**src/hw/rtl/tgi_pkg.sv**
```systemverilog
package tgi_pkg;

	// fixed geometry
	localparam int GRID_AW   = 12;
	localparam int AXES      = 3;
	localparam int DIV_STEPS = 23;

	// input actions
	typedef enum logic [2:0] {
		ACT_LOAD_X,
		ACT_LOAD_Y,
		ACT_LOAD_Z,
		ACT_LOAD_GRID,
		ACT_QUERY
	} action_t;

	// configuration register indexes
	localparam logic [1:0] CFG_SIZE_X = 2'd0;
	localparam logic [1:0] CFG_SIZE_Y = 2'd1;
	localparam logic [1:0] CFG_SIZE_Z = 2'd2;

	// offset and value limits
	localparam logic [22:0] OFFS_LIM = 23'h400000;
	localparam logic signed [49:0] WIDE_MAX = 50'sd1099511627775;
	localparam logic signed [49:0] WIDE_MIN = -50'sd1099511627776;
	localparam logic signed [40:0] OUT_MAX  = 41'sd2147483647;
	localparam logic signed [40:0] OUT_MIN  = -41'sd2147483648;

	// unit-cube coefficient matrix, row r gives coefficient r from the corners
	localparam logic signed [1:0] CUBE_MAT [0:7][0:7] = '{
		'{ 2'sd1,  2'sd0,  2'sd0,  2'sd0,  2'sd0,  2'sd0,  2'sd0, 2'sd0},
		'{-2'sd1,  2'sd1,  2'sd0,  2'sd0,  2'sd0,  2'sd0,  2'sd0, 2'sd0},
		'{-2'sd1,  2'sd0,  2'sd1,  2'sd0,  2'sd0,  2'sd0,  2'sd0, 2'sd0},
		'{ 2'sd1, -2'sd1, -2'sd1,  2'sd1,  2'sd0,  2'sd0,  2'sd0, 2'sd0},
		'{-2'sd1,  2'sd0,  2'sd0,  2'sd0,  2'sd1,  2'sd0,  2'sd0, 2'sd0},
		'{ 2'sd1, -2'sd1,  2'sd0,  2'sd0, -2'sd1,  2'sd1,  2'sd0, 2'sd0},
		'{ 2'sd1,  2'sd0, -2'sd1,  2'sd0, -2'sd1,  2'sd0,  2'sd1, 2'sd0},
		'{-2'sd1,  2'sd1,  2'sd1, -2'sd1,  2'sd1, -2'sd1, -2'sd1, 2'sd1}
	};

	// evaluation steps of the nested polynomial
	typedef enum logic [2:0] {
		LS_Z0,
		LS_Z1,
		LS_Y0,
		LS_Z2,
		LS_Z3,
		LS_Y1,
		LS_X
	} lerp_step_t;

	// sequencer states
	typedef enum logic [3:0] {
		S_IDLE,
		S_SCAN_START,
		S_SCAN_LO,
		S_SCAN_NXT,
		S_DIV_START,
		S_DIV_WAIT,
		S_GRID_PREP,
		S_GRID_RD,
		S_GRID_LAST,
		S_COEF,
		S_LERP_MUL,
		S_LERP_ADD,
		S_DONE
	} seq_state_t;

	// divider states
	typedef enum logic [1:0] {
		D_IDLE,
		D_CHECK,
		D_RUN,
		D_DONE
	} div_state_t;

	typedef struct packed {
		logic               done;
		logic               sat;
		logic signed [23:0] quot;
	} div_res_t;

	typedef struct packed {
		logic               sat;
		logic signed [40:0] res;
	} lerp_res_t;

endpackage

```
**src/hw/rtl/tgi_lerp.sv**
```systemverilog
module tgi_lerp import tgi_pkg::*; (
	input  logic               clk,
	input  logic signed [40:0] a,
	input  logic signed [40:0] b,
	input  logic signed [23:0] t,
	output lerp_res_t          res
);

	logic signed [64:0] prod_s1;
	logic signed [49:0] sum;

	// product stage
	always_ff @(posedge clk) begin
		prod_s1 <= b * t;
	end

	// floor of product over 2^16, add and clip to the wide range
	always_comb begin
		sum = {{9{a[40]}}, a} + {prod_s1[64], prod_s1[64:16]};
		if (sum > WIDE_MAX) begin
			res.sat = 1'b1;
			res.res = WIDE_MAX[40:0];
		end else if (sum < WIDE_MIN) begin
			res.sat = 1'b1;
			res.res = WIDE_MIN[40:0];
		end else begin
			res.sat = 1'b0;
			res.res = sum[40:0];
		end
	end

endmodule

```
**config.mk**
```make
export PLATFORM = sky130hd
export DESIGN_NAME = tgi_lerp
export DESIGN_NICKNAME = d
export VERILOG_FILES = /design/src/hw/rtl/tgi_pkg.sv /design/src/hw/rtl/tgi_lerp.sv
export SDC_FILE = /design/constraint.sdc
export NUM_CORES = 2
export LEC_CHECK = 0
export BUFFER_PORTS_ARGS = -buffer_cell sky130_fd_sc_hd__buf_2
export CORE_ASPECT_RATIO = 0.75
export CORE_UTILIZATION = 41
export CTS_BUF_LIST = sky130_fd_sc_hd__clkbuf_4 sky130_fd_sc_hd__clkbuf_8
export DETAILED_ROUTE_END_ITERATION = 8
export PLACE_DENSITY = 0.61
export SLEW_MARGIN = 30
export SYNTH_ARGS = -nofsm -noshare
export SYNTH_HDL_FRONTEND = slang
export SYNTH_SLANG_ARGS = --single-unit
```
**constraint.sdc**
```tcl
create_clock -name clk -period 12.7 [get_ports clk]
set_clock_uncertainty 0.2 [all_clocks]
set_input_delay 1.905 -clock clk [delete_from_list [all_inputs] [get_ports clk]]
set_output_delay 1.905 -clock clk [all_outputs]
set_load 0.02 [all_outputs]
```
; ---- Word-level counts from Yosys, hierarchy flattened
; Index checks and enable logic that the tools add are counted.
[word_totals]
latchBits = 0
input_bits = 107
mem_count = 0
mem_bits_ro = 0
ramBits = 0
register_bits = 65
[op_classes]
shift = 0
n_eq_ne = 0
add_sub_neg = 1
muxes = 2
n_bitwise = 0
reduce_logical = 0
div_mod_pow = 0
multipliers = 1
n_lt_le_gt_ge = 2
[ops]
columns = cell, n
row1 = $mux W42, 2
row2 = $mul A41 B24 Y65, 1
row3 = $add A41 B49 Y50, 1
row4 = $gt A50 B41 Y1 const B, 1
row5 = $lt A50 B41 Y1 const B, 1

; ---- Longest topological paths before layout
[logic_depth]
word_depth = 4
mapped_depth = 29
depth_no_buf = 27

; ---- Worst setup path before layout
; No wires, ideal clock.
[synth_path]
path_kind = input to register
start = in b[10]
end = reg prod_s1[57]
t_required_ns = 12.378
path_slack_ns = 3.772
stages = 27
setup_ns = 0.122
arrival_time_ns = 8.606
path_buffers = 2
cell_sequence = clkbuf_1 > nand2_1 > fa_1 > fa_1 > inv_1 > fa_1 > inv_1 > fa_1 > inv_1 > fa_1 > fa_1 > inv_1 > fa_1 > inv_1 > ha_1 > clkbuf_1 > nand2_1 > or3_1 > or3_1 > o311a_1 > a21oi_1 > o211a_1 > o21ai_1 > a21o_1 > a211oi_1 > nor2_1 > a311o_1
[synth_between]
elab_chain_len = 1
[synth_lines]
columns = element, line_no
row1 = start: declaration, tgi_lerp.sv:4  ; input logic signed [40:0] b,
row2 = $mul A41 B24 Y65, tgi_lerp.sv:14  ; prod_s1 <= b * t;
row3 = end signal: assignment, tgi_lerp.sv:14
row4 = end: declaration, tgi_lerp.sv:9  ; logic signed [64:0] prod_s1;
; Every way passes these cells.

; ---- Final worst setup path
[layout_path]
start = in t[15]
end = reg prod_s1[63]
[layout_between]
elab_chain_len = 1
[layout_lines]
columns = element, line_no
row1 = start: declaration, tgi_lerp.sv:5  ; input logic signed [23:0] t,
row2 = $mul A41 B24 Y65, tgi_lerp.sv:14
; Every way passes these cells.

==> results.txt <==
The worst setup path is launched from an input port. The total of hold buffers inserted after clock tree synthesis was 0; the slew at the pin closest to its max-slew limit was 0.988 ns. The most used flip-flop cell after synthesis was dfxtp_1. The run gives 0.414 as the effective utilization at floorplan.

The critical path in this run is classified as in2reg. The run gives 5 as the number of buffers added by the clock tree synthesis step. The clock net in this run drives a total of 49 sinks.

For the weighted congestion at the end of routability-driven global placement, the log shows 0.903. The largest individual stage delay along the critical path comes from the cell buf_2. For the number of violations of the max-capacitance limit, the log shows 0. The sequential element share of the synthesized area is 0.0264, and the sequential cell area is 981 um2.

After technology mapping, the gate count stands at 4182. After the first detailed-routing iteration, the DRC count stood at 2033. Broken down by cell family, the worst path's largest delay share belongs to adder cells. The run gives 0.0387 mm2 as the placed standard-cell area.

Summed over all layers, the global routing overflow is 0. The die covers 0.0917 mm2. The tools report the number of non-filler instances in the completed layout as 5365. The number of buffers between clock root and the deepest sink was 2; the half-perimeter wire length after placement was 83900 um.

The run gives 0 as the final-report max-slew violation count. The initialized floorplan defines 95 standard-cell rows. Cell total after placement: 5355. STA classifies the critical path endpoint as a register. The largest registers in the layout are prod_s1 (49). The logs give 0.0896 mm2 for the floorplan core area and 5452 for the final-stage net count. Relative to the synthesized area, the layout overhead comes to 4.70%. The number of warnings issued by yosys is 0, and the post-route DRC violation count is 0. STA puts the critical path data required time at 12.78 ns. By area the synthesized netlist is led by fa_1 53%, inv_1 9.8%, ha_1 7.2%, nand2_1 6.8%, and2_1 6.2%.

The run gives 0 as the final hold violation count. The number of distinct library cells after synthesis is 64, and the mean area per synthesized cell is 8.87 um2. The final clock period utilization by the worst path is 0.784. The run gives 0.239 as the global-route usage over all layers. Setup repair after global routing left no endpoint under its margin.

The first global-routing pass estimated 169000 um of wire. The width of the chip was 349 um; the initial antenna violation count was 4. TritonCTS built the clock tree. Input and output buffers added on the ports amount to 148. The top register by number of flip-flops was prod_s1.

The pre-antenna-repair detailed-routing pass consisted of 6 iterations. The area share of the largest cell type after synthesis works out to 0.529. Detailed routing inserted a total of 27800 vias. In this run the clock root is driven by a clkbuf_8. The logs give 0.0316 mm2 for the area of the multi-input gates and 149 for the number of top-level pins.

After layout, the minimum clock period comes to 9.95 ns. The detailed-route vias per instance is 5.18, and the number of gates resized after cts is 0. After clock tree synthesis, the clock-pin slew on the worst setup and hold paths is 0.11 ns. STA puts the critical path data arrival time at 10.03 ns. For the number of fillers in the final layout, the log shows 9024. In this design, the critical path's most frequently occurring cell is fa_1. The flow ran to the end, and the final reports show no timing, DRC or antenna violations. The clock tree synthesis step divided the H-tree into 2 levels. The logs give 5483 for the total nets after synthesis and 0.340 for the remaining max-slew budget at the tightest pin.

In the final routed layout, each cell accounts on average for 19.8 um. The cell area after layout is 0.0388 mm2, and the share of flip-flops with an asynchronous set or reset is 0. The fraction of final layout cells with drive strength greater than 1 is 0.0523, and the total negative slack is 0 ns. From bottom edge to top edge, the die measures 263 um.

The number of global-route vias before repair was 29500; the total of flip-flops plus latches after synthesis was 49. On the worst path, the slowest cell contributes a delay of 0.68 ns. Of all nets on the critical path, the largest fanout is 24.

Once detail routing completed, the nets flagged for antenna violations numbered 0. After synthesis the cells add up to 0.0371 mm2. The worst hold path begins at b[0]. The number of flops mapped to enable cells by yosys works out to 0. The worst min-delay path category was in2reg. For the number of failing setup endpoints in the final timing report, the log shows 0. The synthesized design spends more area on one cell type than any other, namely fa_1. The worst hold path depth works out to 7.

The register with the most flip-flops in the layout has 49 of them. Entering global routing, the biggest net connects 42 pins. The logs give 0 for the post-CTS setup buffer count and 100 MHz for the maximum clock frequency. The critical path contains buffers and inverters numbering 5 combined.

The total wire length after detailed routing is 106000 um. The worst hold path terminates at prod_s1[20]$_DFF_P_.
metrics by stage:
stage               hold slack (ns)  worst slack [ns]   util
finish                         2.56              2.75  0.433
global route                   2.61              2.22  0.433
CTS                            2.56              2.62  0.433
detailed placement             2.44              2.27  0.432
global placement               2.45              2.31  0.432
floorplan                      2.30              3.77      -
Yosys cell counts, types with 7 or more instances:
library cell  count
o21a_1           18
clkbuf_1        198
nand2_1         673
nand3_1          21
a21oi_1         140
nor3_1           15
inv_1           972
ha_1            213
o21ai_0          63
fa_1            981
xnor2_1          61
nor2_1          111
a21oi_2          18
xor2_1           43
o21bai_1         13
nand4_1          22
a21o_1           38
a211oi_1         12
dfxtp_1          49
and3_1           12
o211ai_1         12
and2_1          366
nor4_1            8
or3_1             7
nor2b_1           9
nand2b_1         16
layer usage:
layer / global-route usage / up-vias / part of all wire
li1: - / 12200 / -
met5: 0 / - / 0.00025
met2: 0.382 / 1053 / 0.46
met1: 0.341 / 14400 / 0.43
met4: 0.0545 / 4 / 0.026
met3: 0.0389 / 138 / 0.081
cells by family (layout without fill, tap and decap cells):
family / Yosys count / count (layout) / synth area share
compound gates: 379 / 379 / 0.0651
xor+xnor: 104 / 104 / 0.0246
fa+ha+maj: 1194 / 1194 / 0.601
buf+inv: 1181 / 1151 / 0.121
flops: 49 / 49 / 0.0264
mux: 1 / 1 / 0.000304
other cells: 0 / 1 / 0
simple gates: 1274 / 1274 / 0.162
layout make-up:
type | instances | area share
diodes | 1 | 0.0000644
inverters | 972 | 0.0939
clock buffers | 5 | 0.00177
multi-input cells | 2952 | 0.815
repair buffers | 171 | 0.0244
well taps | 1212 | 0.0390
clock inverters | 3 | 0.000741
flip-flops and latches | 49 | 0.0253
worst max-delay path by stage:
| stage | startpoint | cells past startpoint | to | slack [ns] |
|---|---|---|---|---|
| floorplan | b[10] | 27 | prod_s1[57]$_DFF_P_ | 3.77 |
| global placement | t[4] | 26 | prod_s1[63]$_DFF_P_ | 2.31 |
| detailed placement | t[4] | 26 | prod_s1[63]$_DFF_P_ | 2.27 |
| CTS | t[4] | 26 | prod_s1[63]$_DFF_P_ | 2.62 |
| global route | t[4] | 26 | prod_s1[63]$_DFF_P_ | 2.22 |
| finish | t[15] | 25 | prod_s1[63]$_DFF_P_ | 2.75 |
cell usage in the layout (no fill, tap or decap), types with 5 or more instances in the layout:
| master | netlist | layout |
|---|---|---|
| clkbuf_8 | 0 | 5 |
| fa_1 | 981 | 981 |
| nor3_1 | 15 | 15 |
| a31o_2 | 5 | 5 |
| buf_2 | 4 | 147 |
| nor2_1 | 111 | 111 |
| dfxtp_1 | 49 | 49 |
| and2_1 | 366 | 366 |
| o21ai_0 | 63 | 63 |
| a211oi_1 | 12 | 12 |
| nor2b_1 | 9 | 9 |
| a21oi_2 | 18 | 18 |
| nor4_1 | 8 | 8 |
| ha_1 | 213 | 213 |
| buf_4 | 0 | 22 |
| o211ai_1 | 12 | 12 |
| a21oi_1 | 140 | 140 |
| a21o_1 | 38 | 38 |
| nand2_1 | 673 | 673 |
| a21boi_0 | 6 | 6 |
| xor2_1 | 43 | 43 |
| o31ai_1 | 5 | 5 |
| nand3_1 | 21 | 21 |
| o21ai_1 | 6 | 6 |
| or3_1 | 7 | 7 |
| o21a_1 | 18 | 18 |
| nand2b_1 | 16 | 16 |
| a31oi_1 | 6 | 6 |
| xnor2_1 | 61 | 61 |
| and3_1 | 12 | 12 |
| o21bai_1 | 13 | 13 |
| inv_1 | 972 | 971 |
| nand4_1 | 22 | 22 |
tightest hold or removal path, cell delays in order:
cell,delay [ns]
buf_2,0.27
nand4b_1,0.19
o21ai_0,0.10
o2111ai_1,0.13
o311a_1,0.24
nand2_1,0.08
xor2_1,0.13
Power is left out: the tool's default activity adds up to more than one toggle a clock period on the data nets, which glitch-free logic cannot reach.
