**src/hw/rtl/tgi_pkg.sv**
```systemverilog
package tgi_pkg;

	// fixed geometry
	localparam int GRID_AW   = 12;
	localparam int AXES      = 3;
	localparam int DIV_STEPS = 23;

	// input actions
	typedef enum logic [2:0] {
		ACT_LOAD_X,
		ACT_LOAD_Y,
		ACT_LOAD_Z,
		ACT_LOAD_GRID,
		ACT_QUERY
	} action_t;

	// configuration register indexes
	localparam logic [1:0] CFG_SIZE_X = 2'd0;
	localparam logic [1:0] CFG_SIZE_Y = 2'd1;
	localparam logic [1:0] CFG_SIZE_Z = 2'd2;

	// offset and value limits
	localparam logic [22:0] OFFS_LIM = 23'h400000;
	localparam logic signed [49:0] WIDE_MAX = 50'sd1099511627775;
	localparam logic signed [49:0] WIDE_MIN = -50'sd1099511627776;
	localparam logic signed [40:0] OUT_MAX  = 41'sd2147483647;
	localparam logic signed [40:0] OUT_MIN  = -41'sd2147483648;

	// unit-cube coefficient matrix, row r gives coefficient r from the corners
	localparam logic signed [1:0] CUBE_MAT [0:7][0:7] = '{
		'{ 2'sd1,  2'sd0,  2'sd0,  2'sd0,  2'sd0,  2'sd0,  2'sd0, 2'sd0},
		'{-2'sd1,  2'sd1,  2'sd0,  2'sd0,  2'sd0,  2'sd0,  2'sd0, 2'sd0},
		'{-2'sd1,  2'sd0,  2'sd1,  2'sd0,  2'sd0,  2'sd0,  2'sd0, 2'sd0},
		'{ 2'sd1, -2'sd1, -2'sd1,  2'sd1,  2'sd0,  2'sd0,  2'sd0, 2'sd0},
		'{-2'sd1,  2'sd0,  2'sd0,  2'sd0,  2'sd1,  2'sd0,  2'sd0, 2'sd0},
		'{ 2'sd1, -2'sd1,  2'sd0,  2'sd0, -2'sd1,  2'sd1,  2'sd0, 2'sd0},
		'{ 2'sd1,  2'sd0, -2'sd1,  2'sd0, -2'sd1,  2'sd0,  2'sd1, 2'sd0},
		'{-2'sd1,  2'sd1,  2'sd1, -2'sd1,  2'sd1, -2'sd1, -2'sd1, 2'sd1}
	};

	// evaluation steps of the nested polynomial
	typedef enum logic [2:0] {
		LS_Z0,
		LS_Z1,
		LS_Y0,
		LS_Z2,
		LS_Z3,
		LS_Y1,
		LS_X
	} lerp_step_t;

	// sequencer states
	typedef enum logic [3:0] {
		S_IDLE,
		S_SCAN_START,
		S_SCAN_LO,
		S_SCAN_NXT,
		S_DIV_START,
		S_DIV_WAIT,
		S_GRID_PREP,
		S_GRID_RD,
		S_GRID_LAST,
		S_COEF,
		S_LERP_MUL,
		S_LERP_ADD,
		S_DONE
	} seq_state_t;

	// divider states
	typedef enum logic [1:0] {
		D_IDLE,
		D_CHECK,
		D_RUN,
		D_DONE
	} div_state_t;

	typedef struct packed {
		logic               done;
		logic               sat;
		logic signed [23:0] quot;
	} div_res_t;

	typedef struct packed {
		logic               sat;
		logic signed [40:0] res;
	} lerp_res_t;

endpackage

```
**src/hw/rtl/tgi_divider.sv**
```systemverilog
module tgi_divider import tgi_pkg::*; (
	input  logic               clk,
	input  logic               arst_n,
	input  logic               start,
	input  logic signed [48:0] num,
	input  logic        [31:0] den,
	output div_res_t           res
);

	div_state_t dstate_q, dstate_d;
	logic [48:0] mag_q;
	logic [22:0] low_q;
	logic [31:0] den_q;
	logic [31:0] rem_q;
	logic [22:0] quo_q;
	logic [4:0]  cnt_q;
	logic        neg_q;
	logic        over_q;

	logic        over_now;
	logic [32:0] rem_sh;
	logic        rem_ge;
	logic        clip;
	logic [22:0] mag_out;

	// overflow when the quotient needs more than 23 bits
	assign over_now = {6'b0, mag_q[48:23]} >= den_q;
	assign rem_sh   = {rem_q, low_q[22]};
	assign rem_ge   = rem_sh >= {1'b0, den_q};

	// next state
	always_comb begin
		dstate_d = dstate_q;
		case (dstate_q)
			D_IDLE:  if (start) dstate_d = D_CHECK;
			D_CHECK: dstate_d = over_now ? D_DONE : D_RUN;
			D_RUN:   if (cnt_q == 5'd0) dstate_d = D_DONE;
			D_DONE:  dstate_d = D_IDLE;
			default: dstate_d = D_IDLE;
		endcase
	end

	always_ff @(posedge clk or negedge arst_n) begin
		if (!arst_n) begin
			dstate_q <= D_IDLE;
		end else begin
			dstate_q <= dstate_d;
		end
	end

	// restoring division, one quotient bit per cycle
	always_ff @(posedge clk) begin
		case (dstate_q)
			D_IDLE: begin
				neg_q <= num[48];
				mag_q <= num[48] ? 49'(-num) : num;
				den_q <= den;
			end
			D_CHECK: begin
				over_q <= over_now;
				rem_q  <= {6'b0, mag_q[48:23]};
				low_q  <= mag_q[22:0];
				quo_q  <= '0;
				cnt_q  <= 5'(DIV_STEPS - 1);
			end
			D_RUN: begin
				rem_q <= rem_ge ? 32'(rem_sh - {1'b0, den_q}) : rem_sh[31:0];
				quo_q <= {quo_q[21:0], rem_ge};
				low_q <= {low_q[21:0], 1'b0};
				cnt_q <= cnt_q - 5'd1;
			end
			default: begin
			end
		endcase
	end

	// signed, clipped result
	always_comb begin
		clip        = over_q || (quo_q > OFFS_LIM);
		mag_out     = clip ? OFFS_LIM : quo_q;
		res.done    = (dstate_q == D_DONE);
		res.sat     = clip;
		res.quot    = neg_q ? -$signed({1'b0, mag_out}) : $signed({1'b0, mag_out});
	end

endmodule

```
**config.mk**
```make
export PLATFORM = sky130hd
export DESIGN_NAME = tgi_divider
export DESIGN_NICKNAME = d
export VERILOG_FILES = /design/src/hw/rtl/tgi_pkg.sv /design/src/hw/rtl/tgi_divider.sv
export SDC_FILE = /design/constraint.sdc
export NUM_CORES = 1
export LEC_CHECK = 0
export ABC_AREA = 1
export BUFFER_PORTS_ARGS = -buffer_cell sky130_fd_sc_hd__clkbuf_2
export CELL_PAD_IN_SITES_DETAIL_PLACEMENT = 0
export CELL_PAD_IN_SITES_GLOBAL_PLACEMENT = 1
export CORE_MARGIN = 3
export CORE_UTILIZATION = 29
export CTS_BUF_LIST = sky130_fd_sc_hd__clkbuf_2 sky130_fd_sc_hd__clkbuf_4 sky130_fd_sc_hd__clkbuf_8
export CTS_CLUSTER_SIZE = 25
export DETAILED_ROUTE_END_ITERATION = 12
export GPL_TIMING_DRIVEN = 0
export PLACE_DENSITY = 0.66
export SYNTH_ARGS = -nofsm -noshare
export SYNTH_HDL_FRONTEND = slang
export SYNTH_SLANG_ARGS = --single-unit
```
**constraint.sdc**
```tcl
create_clock -name clk -period 3.9 [get_ports clk]
set_clock_uncertainty 0.15 [all_clocks]
set_input_delay 0.585 -clock clk [delete_from_list [all_inputs] [get_ports clk]]
set_output_delay 0.585 -clock clk [all_outputs]
set_load 0.01 [all_outputs]
```
======== Yosys cells after proc, flatten, opt, wreduce, memory -nomap -nowiden ========
Index checks and enable logic that the tools add are counted.
cells by class
  magnitude comparators ................... 3
  multiplexer cells ....................... 12
  eq/ne operators ......................... 5
  add/subtract/negate cells ............... 4
  reductions and logical operators ........ 5
operators with widths
  cell                  count
  $pmux 23 s2           2
  $pmux 32 s2           1
  $neg 49->49           1
  $mux 48               1
  $ge 33x32->1          1
  $ge 26x32->1          1
  $mux 32               1
  $sub 32x32->32        1
  $mux 24               1
  $neg 23->24           1
  $gt 23x23->1 const B  1
  $mux 23               1
  $pmux 5 s2            1
  $pmux 2 s4            1
  $logic_not 5->1       1
  $sub 5x1->5 const B   1
  $eq 2x2->1 const B    2
  $mux 2                2
  $ne 2x2->1 const B    2
  $eq 2x1->1 const B    1
  $logic_not 2->1       1
  $reduce_and 2->1      1
  $reduce_bool 2->1     1
  $logic_or 1x1->1      1
  $mux 1                1
word-level totals
  output and inout bits ................... 26
  word-level logic and storage cells ...... 39
  flip-flop bits (word level) ............. 168

======== Logic depth before layout (Yosys ltp) ========
  depth after elaboration ................. 5
  depth in mapped cells ................... 17

======== Worst setup path after synthesis ========
Ideal clock, no wire load.
  path kind ............................... flip-flop to flip-flop
  start ................................... register dstate_q[0]
  end ..................................... register dstate_q[0]
  path buffers ............................ 0
  period minus slack after synthesis ...... 3.367 ns
  library setup time ...................... 0.077 ns
  setup slack ............................. 0.533 ns
  required time ........................... 3.673 ns
  stages on the path, launching flop included .. 7
  arrival ................................. 3.140 ns
  path through ............................ dfrtp_1 inv_1 ha_1 a21oi_1 inv_1 a211oi_1 a21oi_1
between the ends
  word-level cells in the longest chain between the ends .. 3
RTL lines
  element                                               line               text
  from (decl)                                           tgi_divider.sv:10  div_state_t dstate_q, dstate_d;
  from (signal assigned)                                tgi_divider.sv:47  dstate_q <= dstate_d;
  $eq 2x2->1 / $logic_not 2->1 (equally long branches)  tgi_divider.sv:34  case (dstate_q)
  $ne 2x2->1 (no line)                                  -
  $reduce_and 2->1 (no line)                            -
Parallel ways exist; a longest one is shown, timed or not.
A chain may end at the register's enable or synchronous reset.

==> results by group <==
Global routing
  – Largest net degree at the start of global routing: 67
  – Initial antenna violation count: 0
  – First-pass GRT wire length: 52090 microns
  – Vias in the first global route: 9460
  – GRT Total Usage: 0.1591
  – GRT overflow: 0

Pwr
  – Power per cell area: 872.9 nW/um^2
  – LEAKAGE: 5.907 nW
  – Peak supply drop: 0.4791 mV

Setup path
  – Critical path arrival: 2.82 ns
  – Worst-path maximum fanout: 19
  – Worst path most repeated cell: nand2_1
  – Crit-path slowest cell: edfxtp_1
  – CP Launch Type: flip-flop
  – Slowest stage delay, CP: 0.49 ns
  – Crit path cell chain: nor2_2 -> nand2_1 -> nor2_1 -> nand3_1 -> nand2_2 -> buf_8 -> nand2_1 -> ha_1 -> nand3_1 -> nor2_1 -> nand2_1 -> nand2_1 -> nand2_1 -> nand2_1 -> nand2_1 -> clkbuf_2
  – Setup CP Type: reg2out
  – Critical Path Sink Type: output port
  – Data required, critical path: 3.16 ns

Timing
  – Max Clk Rate: 281.6 MHz
  – Final setup viols: 0
  – Final Hold Fails: 0
  – Worst Max-Slew Pin Slew: 0.6931 ns
  – Fin. max-slew vios: 0
  – Slew headroom: 0.5379
  – Setup TNS: 0 ns
  – RSZ-0062 raised after global routing: false
  – Min cycle time layout: 3.551 ns
  – Tcrit/Tclk final: 0.9106

Finish
  – Final nets: 1687
  – Footprint of the multi-input gates: 5505 sq um
  – Area growth from synthesis to layout: 14.63%
  – Fillers: 4166
  – Layout cells sized above 1: 0.1168
  – FF/Latch Area: 5035 sq um
  – Final instance area: 13060 sq um
  – Fin cells: 2060
  – Ant. Diodes: 0

Drt
  – Drt wl/cell: 15.97 microns
  – Total number of vias: 9515
  – ANT nets after route: 0
  – Drt first pass iters: 7
  – Routed vias/inst: 4.619
  – Initial drt markers: 619
  – Total Wirelength: 32900 microns
  – DRC: 0

Clocking
  – CTS root buf: clkbuf_8
  – CTS Buffer Depth: 2
  – TritonCTS Buffers: 17
  – TritonCTS clock tree: done
  – Clock latency on the worst-skew pair: 0.47 ns
  – H-tree levels: 4
  – CTS Sinks: 168
  – Clock Pin Slew Worst Setup and Hold Paths: 0.11 ns

Synth
  – Mapped Cells: 1404
  – Sequential element share of the synthesized area: 0.4420
  – Mapped Avg Cell Area: 8.114 sq um
  – Synth unique cells: 46
  – Syn nets: 1555
  – Seq cells post-synth: 168
  – Post-Synthesis Cell Area: 11390 sq um
  – YS warnings: 0

Die
  – Starting Density: 0.2982
  – DIE AREA: 41700 sq um
  – Die Y: 204.2 microns
  – Rows: 71
  – Die W: 204.2 microns
  – Area of the core: 38200 sq um
  – I/O pin count: 110

Place
  – Gpl congestion: 0.9055
  – Cells after DPL: 2026
  – Post-DP Area: 12640 sq um
  – Detailed Place HPWL: 26520 microns
  – Port Buffer Count: 109

Min path
  – Hold/Removal Path Class: in2reg

Status
  – Status: finished clean

Job
  – Max-cap viol count: 0
[what timing repair did]
item,in CTS,in global routing
hold buffers,1,0
buffers inserted,0,2
hold endpoints to repair,2,0
setup endpoints to repair,0,9
resized for setup,0,2
[critical path: cells and delay by family, from the launching register on]
kind,cells,cell delay (ns)
and+or+nand+nor,13,1.29
adders and majority gates,1,0.24
DFF,1,0.49
buffers and inverters,2,0.31
[worst paths after layout]
kind	end	start	cells past startpoint	slack, ns
min in group asynchronous	dstate_q[0]	arst_n	2	0.28
max in group asynchronous	dstate_q[1]	arst_n	2	3.22
setup reg to reg	rem_q[0]	den_q[18]	11	1.02
hold reg to reg	low_q[15]	mag_q[15]	2	0.36
setup / recovery	res[18]	quo_q[19]	16	0.35
hold / removal	den_q[25]	den[25]	1	0.13
[sequential cells by signal, summed over array words and instances (netlist names), 2 cells and up]
| signal | cells |
|---|---|
| cnt_q | 5 |
| den_q | 32 |
| dstate_q | 2 |
| low_q | 23 |
| mag_q | 49 |
| quo_q | 23 |
| rem_q | 32 |
[synth_stat cells, drive strengths merged]
library cell  count  area, sq um
inv             180        675.6
o31ai             2        15.01
a211oi            2        15.01
or2               2        12.51
o21ai            65        336.6
or3               1        6.260
clkbuf           17        63.81
nand3b           32        240.2
edfxtp          166         4985
o211a             1        10.01
a31oi             5        31.28
xor2             43        376.6
o21a              3        22.52
xnor2            33        289.0
o21bai            4        33.78
nand4            21        131.4
o41ai             4        35.03
buf              16        123.9
a21oi            62        310.3
ha               66        825.8
fa                1        20.02
nand2           415         1594
nor3             21        121.4
clkinv            1        3.750
nor2            141        544.3
dfrtp             2        50.05
o211ai            2        15.01
nor3b             1        7.510
a21o              1        7.510
nor4             11        68.82
nand3            83        420.4
[cells in the final DEF (no fill, tap or decap), types with 3 or more instances in the layout]
master    instances
inv_6             4
clkinv_8          3
nand2_2           5
buf_6             5
nor2_1          136
clkbuf_2        109
clkbuf_8         17
o21ai_0          57
nand3b_1         32
o21ai_2           3
nand2_1         408
xor2_1           43
o21ai_1           5
o41ai_1           4
o21bai_1          3
nor2_2            4
a21oi_1          62
a31oi_1           5
inv_1           179
nor4_1           11
buf_4             5
nand4_1          21
ha_1             65
clkbuf_1         17
inv_8             3
nand3_1          82
xnor2_1          33
o21a_1            3
buf_2             5
edfxtp_1        166
nor3_1           19
[report_power, final]
part	leakage (nW)	total, W	internal (W)	switching, W
Clock	0.189	0.00124	0.000476	0.000768
Combinational	4.08	0.00654	0.00226	0.00428
Sequential	1.63	0.00361	0.00319	0.000422
[metal layers]
layer,vias to the layer above,GRT usage,wire length [microns]
met4,0,0.03785,430
met2,192,0.2570,14960
met5,-,0,0
li1,4911,-,-
met1,4389,0.2278,16480
met3,23,0.01975,1026
[metrics by stage]
| step | util | total power (W) | setup WS [ns] | hold slack (ns) |
|---|---|---|---|---|
| after global routing | 0.3419 | 0.01251 | 0.01794 | 0.07303 |
| after global placement | 0.3293 | 0.009997 | -0.6522 | 0.2209 |
| final | 0.3419 | 0.01140 | 0.3488 | 0.1313 |
| after floorplan | - | 0.008196 | 0.5330 | 0.1394 |
| after detailed placement | 0.3310 | 0.01022 | 0.5706 | 0.2229 |
| after CTS | 0.3414 | 0.01152 | 0.03024 | 0.09008 |
[logic make-up (layout without fill, tap and decap cells)]
| group | Yosys count | after routing | synth area share |
|---|---|---|---|
| and+or+nand+nor | 728 | 728 | 0.2762 |
| buffers and inverters | 214 | 359 | 0.07611 |
| DFF | 168 | 168 | 0.4420 |
| AOI/OAI and AO/OA | 151 | 151 | 0.07304 |
| xor gates and xnor gates | 76 | 76 | 0.05843 |
| adders and majority gates | 67 | 67 | 0.07424 |
[area by class of cell]
type	count	area share
Multi-Input combinational cell	1022	0.4216
Sequential cell	168	0.3856
Inverter	181	0.05203
Tap cell	511	0.04896
Timing Repair Buffer	114	0.04791
Clock buffer	17	0.01792
Buffer	32	0.01428
Clock inverter	15	0.01179
Note: power is estimated with default switching activity, not from simulation.
